`src/rtl/tvlp_pkg.sv`:
```
// Shared types and constants of the tag/value line parser.
// No dependencies; the parser top level and the testbench import this package.
package tvlp_pkg;

    localparam int LINE_LIMIT = 256;

    // Line byte counter holds 0..LINE_LIMIT.
    localparam int LINE_W = $clog2(LINE_LIMIT + 1);
    // Tag/value counters: at least as wide as the 9-bit length fields, so
    // reported lengths wrap exactly like the field widths.
    localparam int CNT_W = (LINE_W > 9) ? LINE_W : 9;

    localparam logic [7:0] CH_HASH  = 8'h23;
    localparam logic [7:0] CH_COLON = 8'h3A;
    localparam logic [7:0] CH_SPACE = 8'h20;
    localparam logic [7:0] CH_TAB   = 8'h09;
    localparam logic [7:0] CH_CR    = 8'h0D;
    localparam logic [7:0] CH_LF    = 8'h0A;

    typedef enum logic [1:0] {
        CMD_CHAR = 2'd0,
        CMD_EOL  = 2'd1,
        CMD_EOF  = 2'd2,
        CMD_NONE = 2'd3
    } t_command;

    typedef enum logic [1:0] {
        KIND_TAG    = 2'd0,
        KIND_VALUE  = 2'd1,
        KIND_STATUS = 2'd2
    } t_kind;

    typedef enum logic [2:0] {
        ST_OK            = 3'd0,
        ST_NO_TAG        = 3'd1,
        ST_NO_VALUE      = 3'd2,
        ST_COMMENT_COLON = 3'd3,
        ST_NO_COLON      = 3'd4,
        ST_EOF           = 3'd5
    } t_status;

    typedef enum logic [7:0] {
        MODE_LEAD      = 8'b0000_0001,
        MODE_TAG       = 8'b0000_0010,
        MODE_VLEAD     = 8'b0000_0100,
        MODE_VAL       = 8'b0000_1000,
        MODE_COMMENT   = 8'b0001_0000,
        MODE_NO_TAG    = 8'b0010_0000,
        MODE_VAL_DONE  = 8'b0100_0000,
        MODE_BAD_COLON = 8'b1000_0000
    } t_mode;

    typedef struct packed {
        logic [1:0] kind;
        logic [7:0] position;
        logic [7:0] out_char;
        logic [2:0] status;
        logic [8:0] tag_length;
        logic [8:0] value_length;
    } t_result;

    function automatic logic is_space(input logic [7:0] c);
        return (c == CH_SPACE) || (c == CH_TAB) || (c == CH_CR) || (c == CH_LF);
    endfunction

endpackage

```
`src/rtl/tvlp_if.sv`:
```
// Valid/ready channel interfaces of the tag/value line parser.
// Depends on nothing; the parser top level uses both.
interface tvlp_in_if;
    logic       valid;
    logic       ready;
    logic [1:0] command;
    logic [7:0] char_code;

    modport source (output valid, output command, output char_code, input ready);
    modport sink   (input valid, input command, input char_code, output ready);
endinterface

interface tvlp_out_if;
    logic       valid;
    logic       ready;
    logic [1:0] kind;
    logic [7:0] position;
    logic [7:0] out_char;
    logic [2:0] status;
    logic [8:0] tag_length;
    logic [8:0] value_length;

    modport source (output valid, output kind, output position, output out_char,
                    output status, output tag_length, output value_length,
                    input ready);
    modport sink   (input valid, input kind, input position, input out_char,
                    input status, input tag_length, input value_length,
                    output ready);
endinterface

```
`src/rtl/tag_value_line_parser.sv`:
```
// Tag/value line parser: top level with parse state and output buffer.
// Depends on tvlp_pkg and the channel interfaces in tvlp_if.sv.
//
// Usage: feed one byte-stream command per transfer on i_in (command 0 with a
// byte in char_code, 1 for end of line, 2 for end of file). Each transfer
// causes at most one result transfer on o_out: kind 0 for a byte of the text
// before the colon, kind 1 for a value byte, both with their position, and
// kind 2 with the line status and trimmed tag/value lengths.
// Blank and comment lines give nothing at end of line; bytes past LINE_LIMIT
// in one line are dropped.
// Results are registered: each waits in the result register, or behind it in the skid register, before o_out.
// Throughput: one input transfer per cycle while the skid register is empty, as the
// mode and counter update between the parse-state registers and the result register is combinational.
// Stall: a two-entry output buffer (result register plus skid register)
// keeps taking input while one result waits; i_in.ready drops only when both
// entries hold results.
// Reset (i_rst_n low, synchronous): parse state returns to leading
// whitespace with all counters cleared, and both output entries empty.
module tag_value_line_parser (
    input  logic              i_clk,
    input  logic              i_rst_n,
    tvlp_in_if.sink           i_in,
    tvlp_out_if.source        o_out
);
    import tvlp_pkg::*;

    // Parse state
    t_mode             r_mode,          n_mode;
    logic [CNT_W-1:0]  r_tag_count,     n_tag_count;
    logic [CNT_W-1:0]  r_tag_trimmed,   n_tag_trimmed;
    logic [CNT_W-1:0]  r_value_count,   n_value_count;
    logic [CNT_W-1:0]  r_value_trimmed, n_value_trimmed;
    logic [LINE_W-1:0] r_line_count,    n_line_count;
    logic              r_comment_seen,  n_comment_seen;

    // Output buffer
    t_result r_out, r_skid;
    logic    r_out_valid, r_skid_valid;

    t_result  w_res;
    logic     w_has_res;
    logic     w_in_xfer;
    logic     w_out_xfer;
    logic     w_push;
    t_command w_cmd;
    logic [7:0] w_c;

    assign w_cmd      = t_command'(i_in.command);
    assign w_c        = i_in.char_code;
    assign i_in.ready = !r_skid_valid;
    assign w_in_xfer  = i_in.valid && i_in.ready;
    assign w_out_xfer = r_out_valid && o_out.ready;
    assign w_push     = w_in_xfer && w_has_res;

    // Next parse state and the result of the offered item.
    always_comb begin
        n_mode          = r_mode;
        n_tag_count     = r_tag_count;
        n_tag_trimmed   = r_tag_trimmed;
        n_value_count   = r_value_count;
        n_value_trimmed = r_value_trimmed;
        n_line_count    = r_line_count;
        n_comment_seen  = r_comment_seen;
        w_has_res       = 1'b0;
        w_res           = '0;

        case (w_cmd)
            CMD_CHAR: begin
                if (r_line_count < LINE_W'(LINE_LIMIT)) begin
                    n_line_count = r_line_count + LINE_W'(1);
                    case (r_mode)
                        MODE_LEAD: begin
                            if (is_space(w_c)) begin
                                n_mode = MODE_LEAD;
                            end else if (w_c == CH_HASH) begin
                                n_mode = MODE_COMMENT;
                            end else if (w_c == CH_COLON) begin
                                n_mode = MODE_NO_TAG;
                            end else begin
                                n_mode = MODE_TAG;
                                w_has_res = 1'b1;
                            end
                        end
                        MODE_TAG: begin
                            if (w_c == CH_COLON) begin
                                n_mode = r_comment_seen ? MODE_BAD_COLON : MODE_VLEAD;
                            end else begin
                                if (w_c == CH_HASH) begin
                                    n_comment_seen = 1'b1;
                                end
                                w_has_res = 1'b1;
                            end
                        end
                        MODE_VLEAD: begin
                            if (is_space(w_c)) begin
                                n_mode = MODE_VLEAD;
                            end else if (w_c == CH_HASH) begin
                                n_mode = MODE_VAL_DONE;
                            end else begin
                                n_mode = MODE_VAL;
                                w_has_res = 1'b1;
                            end
                        end
                        MODE_VAL: begin
                            if (w_c == CH_HASH) begin
                                n_mode = MODE_VAL_DONE;
                            end else begin
                                w_has_res = 1'b1;
                            end
                        end
                        default: begin
                            n_mode = r_mode;
                        end
                    endcase

                    // Emit a tag or value byte and advance its counters.
                    if (w_has_res) begin
                        w_res.out_char = w_c;
                        if (r_mode == MODE_LEAD || r_mode == MODE_TAG) begin
                            w_res.kind     = KIND_TAG;
                            w_res.position = r_tag_count[7:0];
                            n_tag_count    = r_tag_count + CNT_W'(1);
                            if (!is_space(w_c)) begin
                                n_tag_trimmed = r_tag_count + CNT_W'(1);
                            end
                        end else begin
                            w_res.kind      = KIND_VALUE;
                            w_res.position  = r_value_count[7:0];
                            n_value_count   = r_value_count + CNT_W'(1);
                            if (!is_space(w_c)) begin
                                n_value_trimmed = r_value_count + CNT_W'(1);
                            end
                        end
                    end
                end
            end
            CMD_EOL: begin
                w_res.kind = KIND_STATUS;
                case (r_mode)
                    MODE_TAG: begin
                        w_has_res        = 1'b1;
                        w_res.status     = ST_NO_COLON;
                        w_res.tag_length = r_tag_trimmed[8:0];
                    end
                    MODE_VLEAD, MODE_VAL, MODE_VAL_DONE: begin
                        w_has_res        = 1'b1;
                        w_res.tag_length = r_tag_trimmed[8:0];
                        if (r_value_trimmed == '0) begin
                            w_res.status = ST_NO_VALUE;
                        end else begin
                            w_res.status       = ST_OK;
                            w_res.value_length = r_value_trimmed[8:0];
                        end
                    end
                    MODE_NO_TAG: begin
                        w_has_res    = 1'b1;
                        w_res.status = ST_NO_TAG;
                    end
                    MODE_BAD_COLON: begin
                        w_has_res        = 1'b1;
                        w_res.status     = ST_COMMENT_COLON;
                        w_res.tag_length = r_tag_trimmed[8:0];
                    end
                    default: begin
                        w_has_res = 1'b0;
                    end
                endcase
                n_mode          = MODE_LEAD;
                n_tag_count     = '0;
                n_tag_trimmed   = '0;
                n_value_count   = '0;
                n_value_trimmed = '0;
                n_line_count    = '0;
                n_comment_seen  = 1'b0;
            end
            CMD_EOF: begin
                w_has_res       = 1'b1;
                w_res.kind      = KIND_STATUS;
                w_res.status    = ST_EOF;
                n_mode          = MODE_LEAD;
                n_tag_count     = '0;
                n_tag_trimmed   = '0;
                n_value_count   = '0;
                n_value_trimmed = '0;
                n_line_count    = '0;
                n_comment_seen  = 1'b0;
            end
            default: begin
                // Unknown command: drop, no state change.
                w_has_res = 1'b0;
            end
        endcase
    end

    // Parse state: advance on every input transfer.
    always_ff @(posedge i_clk) begin
        if (!i_rst_n) begin
            r_mode          <= MODE_LEAD;
            r_tag_count     <= '0;
            r_tag_trimmed   <= '0;
            r_value_count   <= '0;
            r_value_trimmed <= '0;
            r_line_count    <= '0;
            r_comment_seen  <= 1'b0;
        end else if (w_in_xfer) begin
            r_mode          <= n_mode;
            r_tag_count     <= n_tag_count;
            r_tag_trimmed   <= n_tag_trimmed;
            r_value_count   <= n_value_count;
            r_value_trimmed <= n_value_trimmed;
            r_line_count    <= n_line_count;
            r_comment_seen  <= n_comment_seen;
        end
    end

    // Output buffer control. A push never meets a full skid, since input
    // ready is held low while the skid holds a result.
    always_ff @(posedge i_clk) begin
        if (!i_rst_n) begin
            r_out_valid  <= 1'b0;
            r_skid_valid <= 1'b0;
        end else begin
            if (w_out_xfer) begin
                if (r_skid_valid) begin
                    r_skid_valid <= 1'b0;
                end else begin
                    r_out_valid <= w_push;
                end
            end else if (!r_out_valid) begin
                r_out_valid <= w_push;
            end else if (w_push) begin
                r_skid_valid <= 1'b1;
            end
        end
    end

    // Output buffer payload.
    always_ff @(posedge i_clk) begin
        if (w_out_xfer) begin
            if (r_skid_valid) begin
                r_out <= r_skid;
            end else if (w_push) begin
                r_out <= w_res;
            end
        end else if (!r_out_valid) begin
            if (w_push) begin
                r_out <= w_res;
            end
        end else if (w_push) begin
            r_skid <= w_res;
        end
    end

    assign o_out.valid        = r_out_valid;
    assign o_out.kind         = r_out.kind;
    assign o_out.position     = r_out.position;
    assign o_out.out_char     = r_out.out_char;
    assign o_out.status       = r_out.status;
    assign o_out.tag_length   = r_out.tag_length;
    assign o_out.value_length = r_out.value_length;

    // Skid entry only fills behind a held result register.
    a_skid_behind_out: assert property (@(posedge i_clk) disable iff (!i_rst_n)
        r_skid_valid |-> r_out_valid)
        else $error("skid holds a result while the result register is empty");

    // A result waiting in both entries must block new input.
    a_full_blocks: assert property (@(posedge i_clk) disable iff (!i_rst_n)
        (r_out_valid && r_skid_valid && !o_out.ready) |=> r_skid_valid)
        else $error("skid result lost while the receiver stalls");

    a_line_bound: assert property (@(posedge i_clk) disable iff (!i_rst_n)
        r_line_count <= LINE_W'(LINE_LIMIT))
        else $error("line byte count beyond the line limit");

    a_trim_bound: assert property (@(posedge i_clk) disable iff (!i_rst_n)
        (r_tag_trimmed <= r_tag_count) && (r_value_trimmed <= r_value_count))
        else $error("trimmed length exceeds the byte count");

    // Counters of a finished line are cleared by the end-of-line or end-of-file transfer itself.
    a_eol_clears: assert property (@(posedge i_clk) disable iff (!i_rst_n)
        (w_in_xfer && (w_cmd == CMD_EOL || w_cmd == CMD_EOF))
            |=> (r_mode == MODE_LEAD) && (r_line_count == '0))
        else $error("line state not cleared at end of line or file");

endmodule

```
`src/flat_wrapper.sv`:
```
// flat-port wrapper written by rule: the top's interface ports become plain ports
module tag_value_line_parser_flat import tvlp_pkg::*;
  (i_clk, i_rst_n, i_in_valid, i_in_command, i_in_char_code, i_in_ready, o_out_valid, o_out_kind, o_out_position, o_out_out_char, o_out_status, o_out_tag_length, o_out_value_length, o_out_ready);
  tvlp_in_if i_in_i ();
  tvlp_out_if o_out_i ();
  input  logic i_clk;
  input  logic i_rst_n;
  input wire logic [$bits(i_in_i.valid)-1:0] i_in_valid;
  input wire logic [$bits(i_in_i.command)-1:0] i_in_command;
  input wire logic [$bits(i_in_i.char_code)-1:0] i_in_char_code;
  output wire logic [$bits(i_in_i.ready)-1:0] i_in_ready;
  output wire logic [$bits(o_out_i.valid)-1:0] o_out_valid;
  output wire logic [$bits(o_out_i.kind)-1:0] o_out_kind;
  output wire logic [$bits(o_out_i.position)-1:0] o_out_position;
  output wire logic [$bits(o_out_i.out_char)-1:0] o_out_out_char;
  output wire logic [$bits(o_out_i.status)-1:0] o_out_status;
  output wire logic [$bits(o_out_i.tag_length)-1:0] o_out_tag_length;
  output wire logic [$bits(o_out_i.value_length)-1:0] o_out_value_length;
  input wire logic [$bits(o_out_i.ready)-1:0] o_out_ready;
  assign i_in_i.valid = i_in_valid;
  assign i_in_i.command = i_in_command;
  assign i_in_i.char_code = i_in_char_code;
  assign i_in_ready = i_in_i.ready;
  assign o_out_valid = o_out_i.valid;
  assign o_out_kind = o_out_i.kind;
  assign o_out_position = o_out_i.position;
  assign o_out_out_char = o_out_i.out_char;
  assign o_out_status = o_out_i.status;
  assign o_out_tag_length = o_out_i.tag_length;
  assign o_out_value_length = o_out_i.value_length;
  assign o_out_i.ready = o_out_ready;
  tag_value_line_parser u_core (.i_clk(i_clk), .i_rst_n(i_rst_n), .i_in(i_in_i), .o_out(o_out_i));
endmodule
```
`config.mk`:
```
export PLATFORM = sky130hd
export DESIGN_NAME = tag_value_line_parser_flat
export DESIGN_NICKNAME = d
export VERILOG_FILES = /design/src/rtl/tvlp_pkg.sv /design/src/rtl/tvlp_if.sv /design/src/rtl/tag_value_line_parser.sv /design/src/flat_wrapper.sv
export SDC_FILE = /design/constraint.sdc
export NUM_CORES = 1
export LEC_CHECK = 0
export ABC_AREA = 1
export BUFFER_PORTS_ARGS = -buffer_cell sky130_fd_sc_hd__clkbuf_2
export CAP_MARGIN = 30
export CORE_AREA = 2 2 153 155
export DETAILED_ROUTE_END_ITERATION = 8
export DIE_AREA = 0 0 155 157
export HOLD_SLACK_MARGIN = 0.03
export SLEW_MARGIN = 10
export SYNTH_ARGS = -nofsm -noshare
export SYNTH_HDL_FRONTEND = slang
export SYNTH_SLANG_ARGS = --single-unit
```
`constraint.sdc`:
```
create_clock -name i_clk -period 9.1 [get_ports i_clk]
set_input_delay 0.455 -clock i_clk [delete_from_list [all_inputs] [get_ports i_clk]]
set_output_delay 0.455 -clock i_clk [all_outputs]
set_load 0.005 [all_outputs]
```
==> flow_summary.yaml <==
final_layout:
  final_cells: 1170
  num_antenna_cells: 0
  postLayoutCoreUtil_pct: 34.97
  area_delta_synth_final_pct: 16.61
  final_layout_size_suffix_gt1_share_pct: 14.24
  final_nets: 893
  fin_area_um2: 7869
  fillerInstances: 2307
worst_setup_path:
  worst_setup_path_end_kind: "flip-flop"
  crit_required_ps: 9220
  cp-startpoint: "u_core.r_mode[5]"
  path_class: "reg -> reg"
  critPathMaxFanout: 46
  crit_slowest_cell: "nand2_4"
  r2r_start: "u_core.r_mode[5]"
  path_buf_inv: 2
  critPathMaxStageDelay_ps: 480
  critical-path-top-delay-family: "simple AND/OR/NAND/NOR gates"
  arrival_ps: 3110
  start_kind: "flip-flop"
  crit_chain: "nor2_2 -> nand2_4 -> nor2_4 -> nand2_1 -> nand2_1 -> inv_2 -> nand3_2 -> nand3_4 -> nand2_4 -> nand3_1 -> nor2_4 -> buf_12"
timing:
  setup_viol: 0
  hold_viol: 0
  rsz0062_at_grt: "no"
  setup-tns-final_ps: 0
  relSlewSlack_pct: 52.40
  min_period_ps: 2990
  worst_pin_slew_ps: 714.0
  timing.fmax_mhz: 334.4
  min_period_over_period_pct: 32.86
  drv_slew: 0
  finalClockSkew_ps: 5.232
synth:
  syn-cell-area_um2: 6748
  synthArstFlopShare_pct: 0
  synth_top_area_share_pct: 34.71
  ys_seq_area_share_pct: 51.33
  ys_types: 35
  synth.area.top_cells: "edfxtp_1 35%, dfxtp_1 17%, nand2_1 7.3%"
  ys_warn_count: 0
  yosys.area.top_type: "edfxtp_1"
  ys_dominant_reg_cell: "edfxtp_1"
  syn_area_per_cell_um2: 8.140
  synth_edf_count: 78
  ys_seq_elements: 134
  syn_nets: 850
  synthCells: 829
detailed_routing:
  wire_per_inst_um: 13.28
  final_antenna_net_count: 0
  drt-initial-drc-count: 334
  top_layer_used: "met4"
  routed_wl_um: 15540
  drc: 0
  first_pass_iters: 5
  wl_met1_um: 7281
  vias: 5547
  route.met2.wl_um: 7358
  wl_met3_um: 485
  via_per_inst: 4.741
clocking:
  cts_tree: "yes"
  clock_sinks: 134
  ctsHoldBuffers: 0
  clk_pin_slew_ps: 60
  post_cts_resize_count: 0
  htree_levels: 4
  cts.path.max_buffers: 2
  post_cts_buffers: 0
  clockRootBuffer: "clkbuf_16"
  cts-buffers-inserted: 17
  insertion_delay_ps: 420
floorplan:
  io_pins: 55
  die_h_um: 157
  die_area_um2: 24340
  rows: 55
  core-area_um2: 22500
  fp.dieW_um: 155
  initial_core_util_pct: 29.99
placement:
  placed_area_um2: 7239
  dp_cells: 1137
  place_hpwl_um: 10710
  port_buffers: 54
  gp_congestion: 0.8739
flow_run:
  cap_violations: 0
power:
  peakVddDrop_mv: 0.1327
  p_leak_nw: 3.354
  p_per_area_nw_per_um2: 221.3
  totalPowerFinal_mw: 1.742
hold_path:
  hp-class: "in -> reg"
  min_from: "o_out_ready"
global_route:
  grt_pass1_wl_um: 25970
  grt_max_degree: 65
  overflow: 0
  grt_use_total_pct: 13.25
  grt_pass1_vias: 5379
  antenna_found_initial: 0
run_status:
  status: "finished clean"
[through the flow]
step / worst slack (ps) / hold slack, ps
3_5_place_dp: 5906 / 457.3
4_1_cts: 6076 / 381.2
5_1_grt: 5853 / 412.3
6_report: 6110 / 396.2
2_1_floorplan: 5474 / 441.6
3_3_place_gp: 5570 / 451.8
[worst paths after layout]
kind	slack (ps)	end	cells after the start
setup / recovery	6110	u_core.r_skid[8]	12
hold / removal	400	u_core.r_skid_valid	4
setup reg to reg	6110	u_core.r_skid[8]	12
hold reg to reg	460	u_core.r_tag_trimmed[0]	2
[report_power, final]
group,internal [mW],switching (mW),leakage [nW]
sequential,0.723,0.0403,1.23
clock,0.454,0.260,0.297
combinational,0.104,0.160,1.83
[layer usage]
metal | GRT usage, % | up-vias
met5 | 0 | -
met4 | 6.261 | 0
met3 | 2.919 | 32
met2 | 21.99 | 89
met1 | 16.43 | 2584
li1 | - | 2842
[cell type report]
cell class	instances	area, µm²	share of cell area (%)
Timing Repair Buffer	60	340.3	4.325
Clock buffer	17	425.4	5.406
Sequential cell	134	3463	44.01
Clock inverter	15	183.9	2.337
Tap cell	285	356.6	4.532
Multi-Input combinational cell	560	2728	34.66
Inverter	99	371.6	4.723
[synthesized netlist by cell type, drive strengths merged, types with 2 or more instances]
library cell and count:
nor2 149, nand2 138, inv 99, a21oi 94, edfxtp 78, dfxtp 56, nand3 56, o21ai 46
a21boi 27, buf 18, clkbuf 18, nand4 17, nor3 15, ha 7, a211oi 2, or2 2
xor2 2
[worst min-delay path, delay by kind of cell]
kind | cells | cell delay [ps]
and+or+nand+nor | 2 | 140
buffers and inverters | 1 | 140
AOI/OAI and AO/OA | 1 | 30
[kinds of logic (layout without fill, tap and decap cells)]
logic type               after synthesis  in the layout  share of synthesized area, %
AO/OA/AOI/OAI                        172            172                         13.98
XOR/XNOR                               2              2                        0.2596
adder cells (fa/ha/maj)                7              7                         1.298
buffers and inverters                135            191                         8.363
flip-flops                           134            134                         51.33
AND/OR/NAND/NOR                      379            379                         24.77
[sequential cells by signal, summed over array words and instances, names as in the netlist, 2 cells and up]
signal and count:
u_core.o_out.kind 2, u_core.o_out.position 8, u_core.r_skid 39, u_core.o_out.out_char 8, u_core.r_value_count 9, u_core.o_out.status 3
u_core.o_out.tag_length 9, u_core.r_value_trimmed 9, u_core.r_tag_trimmed 9, u_core.r_mode 8, u_core.r_line_count 9, u_core.r_tag_count 9
u_core.o_out.value_length 9
[placed cells by master (no fill, tap or decap), types with 2 or more instances in the layout]
| cell type | synthesis | layout |
|---|---|---|
| a211oi_1 | 2 | 2 |
| a21boi_0 | 11 | 11 |
| a21boi_1 | 16 | 16 |
| a21oi_1 | 93 | 93 |
| buf_12 | 0 | 2 |
| buf_4 | 4 | 4 |
| bufinv_16 | 0 | 4 |
| clkbuf_16 | 0 | 17 |
| clkbuf_2 | 0 | 54 |
| clkinv_1 | 0 | 4 |
| clkinv_2 | 0 | 3 |
| dfxtp_1 | 56 | 56 |
| edfxtp_1 | 78 | 78 |
| ha_1 | 7 | 7 |
| inv_1 | 94 | 94 |
| inv_2 | 5 | 5 |
| inv_6 | 0 | 2 |
| nand2_1 | 131 | 131 |
| nand2_2 | 4 | 4 |
| nand2_4 | 3 | 3 |
| nand3_1 | 53 | 53 |
| nand3_2 | 2 | 2 |
| nand4_1 | 17 | 17 |
| nor2_1 | 130 | 129 |
| nor2_2 | 18 | 18 |
| nor2_4 | 1 | 2 |
| nor3_1 | 15 | 15 |
| o21ai_0 | 44 | 44 |
| o21ai_1 | 2 | 2 |
| or2_2 | 2 | 2 |
| xor2_1 | 2 | 2 |
(Power assumes the default switching activity.)
